===== config.mk =====
export PLATFORM = sky130hd
export DESIGN_NAME = pbsp_ctrl
export DESIGN_NICKNAME = d
export VERILOG_FILES = /design/src/sv/pbsp_pkg.sv /design/src/sv/pbsp_ctrl.sv
export VERILOG_INCLUDE_DIRS = /design/src /design/src/sv
export SDC_FILE = /design/constraint.sdc
export NUM_CORES = 1
export LEC_CHECK = 0
export BUFFER_PORTS_ARGS = -buffer_cell sky130_fd_sc_hd__buf_2
export CAP_MARGIN = 20
export CORE_AREA = 10 10 47 49
export DETAILED_ROUTE_END_ITERATION = 10
export DIE_AREA = 0 0 57 59
export PLACE_DENSITY = 0.7
export SYNTH_ARGS = -nofsm -noshare
export SYNTH_HDL_FRONTEND = slang
export SYNTH_SLANG_ARGS = --single-unit

===== constraint.sdc =====
create_clock -name clock -period 1.68 [get_ports clock]
set_clock_uncertainty 0.05 [all_clocks]
set_input_delay 0.252 -clock clock [delete_from_list [all_inputs] [get_ports clock]]
set_output_delay 0.252 -clock clock [all_outputs]
set_load 0.005 [all_outputs]

===== src/sv/assert_macros.svh =====
// assertion helpers for the rtl
`ifndef ASSERT_MACROS_SVH
`define ASSERT_MACROS_SVH

`ifndef SYNTH
`define PBSP_ASSERT(label, clk, rst, prop) \
   label: assert property (@(posedge clk) disable iff (rst) prop) \
      else $error("pbsp assertion failed");
`define PBSP_NEVER(label, clk, rst, expr) \
   label: assert property (@(posedge clk) disable iff (rst) !(expr)) \
      else $error("pbsp forbidden condition");
`else
`define PBSP_ASSERT(label, clk, rst, prop)
`define PBSP_NEVER(label, clk, rst, expr)
`endif

`endif


===== src/sv/pbsp_pkg.sv =====
`timescale 1ns / 1ps
`default_nettype none
package pbsp_pkg;

   localparam int CELL_COUNT = 4096;
   localparam int CELL_AW    = 12;

   typedef enum logic [1:0] {
      OP_WRITE_CELL = 2'd0,
      OP_READ_CELL  = 2'd1,
      OP_READ_WORD  = 2'd2,
      OP_READ_PAL   = 2'd3
   } op_type;

   typedef enum logic [3:0] {
      ST_CLEAR,
      ST_IDLE,
      ST_SEARCH,
      ST_COMMIT,
      ST_CELL_RD,
      ST_PAL_LOOKUP,
      ST_PAL_RD,
      ST_PACK_INIT,
      ST_PACK,
      ST_DONE
   } state_type;

   typedef struct packed {
      logic clear;
      logic load_req;
      logic srch;
      logic commit;
      logic cell_rd;
      logic pal_lookup;
      logic pal_item;
      logic pack_init;
      logic pack_step;
      logic load_out;
   } cmd_type;

   typedef struct packed {
      logic clr_done;
      logic srch_done;
      logic pack_done;
      logic out_busy;
   } status_type;

   // index width from palette count: 1..6 kept, 7..8 -> 8, above -> 16
   function automatic logic [4:0] bpc_for_count(input logic [31:0] count);
      logic [31:0] n;
      logic [4:0]  b;
      n = (count < 32'd2) ? 32'd2 : count;
      b = 5'd0;
      for (int j = 0; j < 17; j++) begin
         if ((32'd1 << j) < n) b = 5'(j + 1);
      end
      if (b > 5'd8) b = 5'd16;
      else if (b > 5'd6) b = 5'd8;
      return b;
   endfunction

   function automatic logic [5:0] per_word_for(input logic [4:0] bpc);
      logic [5:0] r;
      case (bpc)
         5'd1:    r = 6'd32;
         5'd2:    r = 6'd16;
         5'd3:    r = 6'd10;
         5'd4:    r = 6'd8;
         5'd5:    r = 6'd6;
         5'd6:    r = 6'd5;
         5'd8:    r = 6'd4;
         default: r = 6'd2;
      endcase
      return r;
   endfunction

   function automatic logic [11:0] words_for(input logic [4:0] bpc);
      logic [11:0] r;
      case (bpc)
         5'd1:    r = 12'd128;
         5'd2:    r = 12'd256;
         5'd3:    r = 12'd410;
         5'd4:    r = 12'd512;
         5'd5:    r = 12'd683;
         5'd6:    r = 12'd820;
         5'd8:    r = 12'd1024;
         default: r = 12'd2048;
      endcase
      return r;
   endfunction

endpackage
`default_nettype wire


===== src/sv/pbsp_ctrl.sv =====
`timescale 1ns / 1ps
`default_nettype none
module pbsp_ctrl (
   input  wire logic                clock,
   input  wire logic                reset,
   input  wire logic                req_tvalid,
   input  wire logic [1:0]          req_op,
   output logic                     req_tready,
   input  wire pbsp_pkg::status_type status,
   output pbsp_pkg::cmd_type        cmd
);
   import pbsp_pkg::*;
   `include "assert_macros.svh"

   state_type state_ff, state_in;

   always_ff @(posedge clock) begin
      if (reset) state_ff <= ST_CLEAR;
      else       state_ff <= state_in;
   end

   always_comb begin
      state_in = state_ff;
      unique case (state_ff)
         ST_CLEAR:      if (status.clr_done) state_in = ST_IDLE;
         ST_IDLE: begin
            if (req_tvalid) begin
               unique case (op_type'(req_op))
                  OP_WRITE_CELL: state_in = ST_SEARCH;
                  OP_READ_CELL:  state_in = ST_CELL_RD;
                  OP_READ_WORD:  state_in = ST_PACK_INIT;
                  OP_READ_PAL:   state_in = ST_PAL_RD;
                  default:       state_in = ST_IDLE;
               endcase
            end
         end
         ST_SEARCH:     if (status.srch_done) state_in = ST_COMMIT;
         ST_COMMIT:     state_in = ST_DONE;
         ST_CELL_RD:    state_in = ST_PAL_LOOKUP;
         ST_PAL_LOOKUP: state_in = ST_DONE;
         ST_PAL_RD:     state_in = ST_DONE;
         ST_PACK_INIT:  state_in = ST_PACK;
         ST_PACK:       if (status.pack_done) state_in = ST_DONE;
         ST_DONE:       if (!status.out_busy) state_in = ST_IDLE;
         default:       state_in = ST_CLEAR;
      endcase
   end

   always_comb begin
      cmd        = '0;
      req_tready = 1'b0;
      unique case (state_ff)
         ST_CLEAR:      cmd.clear = 1'b1;
         ST_IDLE: begin
            req_tready   = 1'b1;
            cmd.load_req = req_tvalid;
         end
         ST_SEARCH:     cmd.srch = 1'b1;
         ST_COMMIT:     cmd.commit = 1'b1;
         ST_CELL_RD:    cmd.cell_rd = 1'b1;
         ST_PAL_LOOKUP: cmd.pal_lookup = 1'b1;
         ST_PAL_RD:     cmd.pal_item = 1'b1;
         ST_PACK_INIT:  cmd.pack_init = 1'b1;
         ST_PACK:       cmd.pack_step = 1'b1;
         ST_DONE:       cmd.load_out = !status.out_busy;
         default:       cmd = '0;
      endcase
   end

   `PBSP_ASSERT(a_search_to_commit, clock, reset,
      (state_ff == ST_SEARCH && status.srch_done) |=> cmd.commit)
   `PBSP_ASSERT(a_commit_then_done, clock, reset, cmd.commit |=> state_ff == ST_DONE)
   `PBSP_ASSERT(a_result_frees_ctrl, clock, reset, cmd.load_out |=> req_tready)
   `PBSP_NEVER(n_load_while_busy, clock, reset, cmd.load_out && status.out_busy)

endmodule
`default_nettype wire


Word-level counts from Yosys, hierarchy flattened --
Index checks and enable logic that the tools add are counted.
Word-level totals: output and inout port bits 11, word-level logic and storage cells 41, input port bits 9, flip-flop bits (word level) 4
Operators by class: reduce and logical (&&, ||, !) cells 5, equality and inequality tests 17, multiplexer cells 18
Operators by type and width (number):
- $pmux 4 s8 | 1
- $mux 4 | 5
- $eq 4x3->1 const B | 4
- $pmux 4 s4 | 1
- $mux 1 | 11
- $ne 2x2->1 const B | 5
- $eq 4x2->1 const B | 2
- $eq 4x4->1 const B | 2
- $reduce_and 5->1 | 1
- $eq 2x2->1 const B | 2
- $eq 4x1->1 const B | 1
- $logic_not 4->1 | 1
- $reduce_or 3->1 | 1
- $eq 2x1->1 const B | 1
- $logic_not 2->1 | 1
- $logic_not 1->1 | 1

Depth between registers and ports, before layout --
Gate-level depths: netlist of run 1.
depth in word-level cells 4, gate-level depth with buffers 6, depth with buffers taken out 4

Least setup slack after synthesis of run 1 --
Ideal clock, no wire load.
path type flip-flop to flip-flop, start register state_ff[2], end register state_ff[0], setup time 123 ps, required time 1507 ps, cell stages (with the launch flop) 5, clock period less this slack 1249 ps, arrival time 1075 ps, path buffers 0, slack 431 ps, path through dfxtp_1 -> nand2b_4 -> or4_4 -> o211ai_2 -> o22ai_1
Between the ends: word-level cells in the longest chain between the ends 3, elaborated cells between the ends (all ways) 18, classes of those cells eq/ne (14); mux (1); reduce/logical (3)
Ends and longest elaborated chain:
- start: declaration | line pbsp_ctrl.sv:15 | state_type state_ff, state_in;
- start signal: assignment | line pbsp_ctrl.sv:19 | else state_ff <= state_in;
- $eq 4x3->1, or another cell as far along | line pbsp_ctrl.sv:24 | unique case (state_ff)
- $reduce_or 3->1 (no line) or $ne 2x2->1 (tied branches)
- $pmux 4 s8 or $reduce_and 5->1 (tied branches)
Several ways; a longest one is shown, not always the timed one. A chain may end at the register's enable or synchronous reset.

==> results.toml, run 1 <==
[timing]
fin_crit_ns = 1.53
tns_ns = 0
max_freq_mhz = 653
rsz0062_at_grt = "false"
fin_crit_sh = 0.911
hold_viol_final = 0
slew_headroom = 0.779
setup_viol = 0
tightestPinTransition_ns = 0.328
slew_viol_final = 0
whs_ns = 0.200

[clock_network]
cts.sinks = 4
cts.path.max_buffers = 2
post_cts_buffers = 0
cts_buffers = 3
cts_max_level = 1
cts.clk_slew.worst_paths_ns = 0.04
root_buffer = "clkbuf_4"
insertion_delay_ns = 0.24
cts_tree = "done"
hold_buffers = 0

[finish]
area_growth_pct = 24.8
largest_reg_flops = 4
top_register = "state_ff"
largestRegisters = "state_ff x4"
final-instance-count-excl-fill = 97
nNetsFinal = 92
regArea_um2 = 83.8
multi_input_area_um2 = 314
fillers = 166
antenna_cells = 0
drive_gt1_frac = 0.420

[global_route]
grtUsageMet3 = 0.0236
grt_pass1_wl_mm = 2.24
grt_busiest_layer = "met2"
antenna_found_initial = 0
met2_usage = 0.133
met1_usage = 0.0829
grt_pass1_vias = 525
grt_max_degree = 19
grt_usage = 0.0812
grt_overflow = 0

[floorplan]
core_area_um2 = 1400
die_w_um = 57
die_y_um = 59
rows = 14
initial_utilization = 0.317
die_area_um2 = 3360
io-pin-count = 20

[synthesis]
synth_warnings = 0
synthesis.nets = 71
synth_cells = 62
synth_area_leaders = "dfxtp_1, nor3_1, buf_6"
synth.top_cell.area_share = 0.180
synth_cell_types = 29
synth.avg_cell_area_um2 = 7.16
ys_seq_area_frac = 0.180
yosysTopAreaCell = "dfxtp_1"
synth-seq-cells = 4
syn_area_um2 = 444

[place]
port_buffers = 19
placed_cells = 94
dp_hpwl_mm = 1.00
gp_congestion = 0.876

[setup_path]
arrival_ns = 1.23
cp_slowest_cell = "dfxtp_1"
cp.required_ns = 1.38
crit_path_end_kind = "output pin"
worst-path-buf-inv = 2
r2r_slack_ns = 0.31
worstSetupPathType = "flip-flop to output pin"
cp_max_fo = 7
crit_chain = "buf_4 > nand2b_1 > nor3_1 > buf_2"
cp_slowest_stage_delay_ns = 0.42
setup.worst_path.start_class = "flip-flop"
cp_top_family = "flip-flops"

[power_and_ir_drop]
ir_drop_uv = 617
p_leak_nw = 0.256
power.density_nw_per_um2 = 1630

[outcome]
status = "completed"

[drt]
dr_total_vias = 496
drtPass1Iterations = 4
wire_per_inst_um = 13.0
ant_nets = 0
drt_iter0_drc = 7
drcViolationCount = 0
wl_mm = 1.26
viasPerCell = 5.11

[worst_hold_path]
hold_path_class = "input port to flip-flop"

[run]
maxCapViolCount = 0
## synth_stat cells, drive strengths merged
cell type / number
nand2b: 5
nand4b: 1
mux2i: 1
dfxtp: 4
o211ai: 1
nand2: 7
o31ai: 1
and2: 1
or2: 1
or3: 1
nor2b: 1
inv: 1
nor3: 7
clkbuf: 1
buf: 4
nor3b: 2
or4: 1
a211o: 1
nor4: 2
o22ai: 1
o21ai: 4
nor2: 9
and2b: 1
a21oi: 4
## through the flow
| step | power (W) | cell area (um^2) | util | setup WS (ns) |
|---|---|---|---|---|
| after CTS | 0.000911 | 553 | 0.395 | 0.0977 |
| after detailed placement | 0.000780 | 528 | 0.377 | 0.113 |
| final | 0.000902 | 554 | 0.396 | 0.149 |
| after floorplan | 0.000672 | 444 | - | 0.431 |
| after global routing | 0.000997 | 554 | 0.396 | 0.0134 |
| after global placement | 0.000769 | 528 | 0.377 | 0.243 |
## cells by family (layout without fill, tap and decap cells)
kind of cell | after synthesis | after routing | share of synthesized area
AOI/OAI and AO/OA | 12 | 12 | 0.177
buffers and inverters | 6 | 25 | 0.113
DFF | 4 | 4 | 0.180
muxes | 1 | 1 | 0.0225
and+or+nand+nor | 39 | 39 | 0.507
## report_power, final
group | leakage [nW] | internal [W] | total, W | switching, W
Sequential | 0.0339 | 0.000141 | 0.000265 | 0.000123
Combinational | 0.208 | 0.000263 | 0.000516 | 0.000254
Clock | 0.0138 | 0.0000800 | 0.000121 | 0.0000413
Total | 0.256 | 0.000484 | 0.000902 | 0.000418
## cells in the final DEF (no fill, tap or decap), types with 2 or more instances in the layout
cell | Yosys | layout
nor2_1 | 8 | 8
nor3_1 | 7 | 7
nand2b_1 | 3 | 3
buf_4 | 0 | 2
a21oi_1 | 4 | 4
nand2_1 | 7 | 7
buf_2 | 1 | 19
clkbuf_4 | 1 | 3
nor4_1 | 2 | 2
nand2b_4 | 2 | 2
dfxtp_2 | 0 | 3
nor3b_1 | 2 | 2
o21ai_0 | 2 | 2
## final timing paths
| path | from | end | cells past startpoint |
|---|---|---|---|
| worst min-delay path | reset | state_ff[3]$_SDFFE_PP0P_ | 2 |
| worst max-delay path | state_ff[2]$_SDFFE_PP0P_ | cmd[5] | 4 |
| worst min register to register | state_ff[0]$_SDFFE_PP0P_ | state_ff[3]$_SDFFE_PP0P_ | 4 |
| worst max register to register | state_ff[2]$_SDFFE_PP0P_ | state_ff[0]$_SDFFE_PP0P_ | 4 |
## layout make-up
class                   instances  share of cell area
repair buffers                 21               0.199
flip-flops and latches          4               0.151
multi-input cells              52               0.567
well taps                      16              0.0361
clock buffers                   3              0.0406
inverters                       1             0.00677
## per-layer routing
layer,wire [um],up-vias
li1,-,258
met1,552,214
met2,567,19
met3,88,5
met4,52,0
met5,0,-
## what timing repair did
item                                   4_1_cts  5_1_grt
resized for setup                            2        1
endpoints found under the hold margin        0        0
setup endpoints to repair                    2        3
No activity file was read; power rests on OpenSTA's default activity.
==> run 2, diff against run 1 <==
- ABC_AREA: default -> 1
- GPL_ROUTABILITY_DRIVEN: default -> 1
- PLACE_DENSITY: 0.7 -> 0.66
==> run 2 against run 1 <==
Against the previous run:
- worst hold slack worse by 0.037 ns
- fmax up 1.3%
- power down 19%
- cell count up 12%
- first-iteration DRC count up 43%
- via count down 4.8%
==> results.toml, run 2 <==
[finish]
area_growth_pct = 34.7
nNetsFinal = 104
antenna_cells = 0
final_cell_mix = "buf_2, nand2_1, inv_1, nor2_1"
top_register = "state_ff"
design_area_um2 = 534
largestRegisters = "state_ff x4"
drive_gt1_frac = 0.387
largest_reg_flops = 4
final_common_cell = "buf_2"

[timing]
fin_crit_ns = 1.51
tightestPinTransition_ns = 0.251
worst_slack_ns = 0.169
fin_crit_sh = 0.899
max_freq_mhz = 662
slew_viol_final = 0
tns_ns = 0
slew_headroom = 0.832
whs_ns = 0.163
hold_viol_final = 0
rsz0062_at_grt = "false"
setup_viol = 0

[drt]
drcViolationCount = 0
dr_total_vias = 472
viasPerCell = 4.33
drt_iter0_drc = 10
wire_per_inst_um = 10.5
wl_mm = 1.14
drtPass1Iterations = 4
ant_nets = 0

[synthesis]
synth_top_flop_cell = "dfxtp_1"
netlist_top_cells_count = "nand2_1, inv_1, nor2_1, nand3_1, nor2_2"
yosysMostFrequentCell = "nand2_1"
synth_warnings = 0
synth_area_leaders = "dfxtp_1, nand2_1, inv_1"
yosysTopAreaCell = "dfxtp_1"
synth_edf_count = 0
synth-seq-cells = 4
syn_area_um2 = 397
synthesis.nets = 80
synth_cells = 71
synth.avg_cell_area_um2 = 5.59
synth_cell_types = 13
synth.top_cell.area_share = 0.202
async_flop_share = 0
ys_seq_area_frac = 0.202

[global_route]
antenna_found_initial = 0
grt_usage = 0.0694
grt_max_degree = 7
grt_pass1_vias = 460
grt_pass1_wl_mm = 1.84
grt_overflow = 0

[place]
gp_congestion = 0.856
port_buffers = 19
preCtsSetupSlack_ns = 0.406
dp_hpwl_um = 986
placed_area_um2 = 512

[setup_path]
r2r_slack_ns = 0.42
regToRegEndpoint = "state_ff[0]$_SDFFE_PP0P_"
arrival_ns = 1.21
reg2regPathDepth = 8
cp_slowest_stage_delay_ns = 0.45
cp-startpoint = "state_ff[0]$_SDFFE_PP0P_"
cp_slowest_cell = "dfxtp_1"
cp_max_fo = 6
cp.required_ns = 1.38
crit_chain = "inv_2 > nor2_2 > nand2_1 > nor2_1 > buf_2"
setup.worst_path.start_class = "flip-flop"
crit_path_end_kind = "output pin"
rr_startpoint = "state_ff[1]$_SDFFE_PP0P_"
worstSetupPathType = "flip-flop to output pin"

[clock_network]
cts.sinks = 4
cts.clk_slew.worst_paths_ns = 0.04
cts.path.max_buffers = 2
cts_tree = "done"
post_cts_buffers = 0
cts_buffers = 3
cts_resized = 0
insertion_delay_ns = 0.24
hold_buffers = 0
root_buffer = "clkbuf_4"
cts_max_level = 1

[power_and_ir_drop]
power.density_nw_per_um2 = 1370
ir_drop_uv = 493
post-layout-total-power_w = 0.000730
p_leak_nw = 0.343

[floorplan]
die_y_um = 59
initial_utilization = 0.283
die_area_um2 = 3360
rows = 14
io-pin-count = 20
core_area_um2 = 1400
die_w_um = 57

[worst_hold_path]
hold_depth = 2
hold_path_end = "state_ff[2]$_SDFFE_PP0P_"
hold_path_class = "input port to flip-flop"
hold_start = "reset"

[outcome]
status = "completed"

[run]
maxCapViolCount = 0
==> run 2: cell count changes in the layout (fill, tap and decap cells not counted), sizes merged, moves of 5 or more <==
cell / change
inv: +14
nand2: +13
nand2b: -5
nand3: +6
nor2: +9
nor3: -7
==> run 2: worst max path at each step <==
stage,to,slack (ns),cells past startpoint
after floorplan,state_ff[0]$_SDFFE_PP0P_,0.55,8
after global routing,cmd[7],0.04,5
after detailed placement,cmd[0],0.41,5
after global placement,cmd[0],0.45,5
final,cmd[0],0.17,5
after CTS,cmd[0],0.15,5
==> run 2: logic make-up after synthesis <==
logic type | count (synthesis) | share of synthesized area
AOI/OAI and AO/OA | 6 | 0.0757
buffers and inverters | 15 | 0.142
DFF | 4 | 0.202
and+or+nand+nor | 46 | 0.580
==> run 2: critical path: cells and delay by family (launching register included) <==
kind / cells / cell delay, ns
DFF: 1 / 0.45
and+or+nand+nor: 3 / 0.34
buffers and inverters: 2 / 0.18
==> run 2: stage by stage <==
step | util | std cells
3_3_place_gp | 0.365 | 106
2_1_floorplan | - | 71
5_1_grt | 0.381 | 109
4_1_cts | 0.381 | 109
3_5_place_dp | 0.365 | 106
6_report | 0.381 | 109
==> run 2: metal layers <==
| metal | global-route usage | up-vias | share of wire |
|---|---|---|---|
| met5 | 0 | - | 0 |
| met4 | 0.0503 | 0 | 0.018 |
| met3 | 0.0215 | 2 | 0.038 |
| met2 | 0.116 | 18 | 0.49 |
| met1 | 0.0719 | 193 | 0.46 |
| li1 | - | 259 | - |
==> run 2: area by class of cell <==
| type | instances | area, um^2 |
|---|---|---|
| well taps | 16 | 20.0 |
| repair buffers | 19 | 95.1 |
| flip-flops and latches | 4 | 80.1 |
| clock buffers | 3 | 22.5 |
| multi-input cells | 52 | 260 |
| fillers | 172 | 867 |
| inverters | 15 | 56.3 |
==> run 2: report_power, final <==
part / internal [W] / leakage [nW] / switching, W
logic: 0.000168 / 0.296 / 0.000268
clock network: 0.0000802 / 0.0138 / 0.0000435
registers: 0.000123 / 0.0327 / 0.0000466
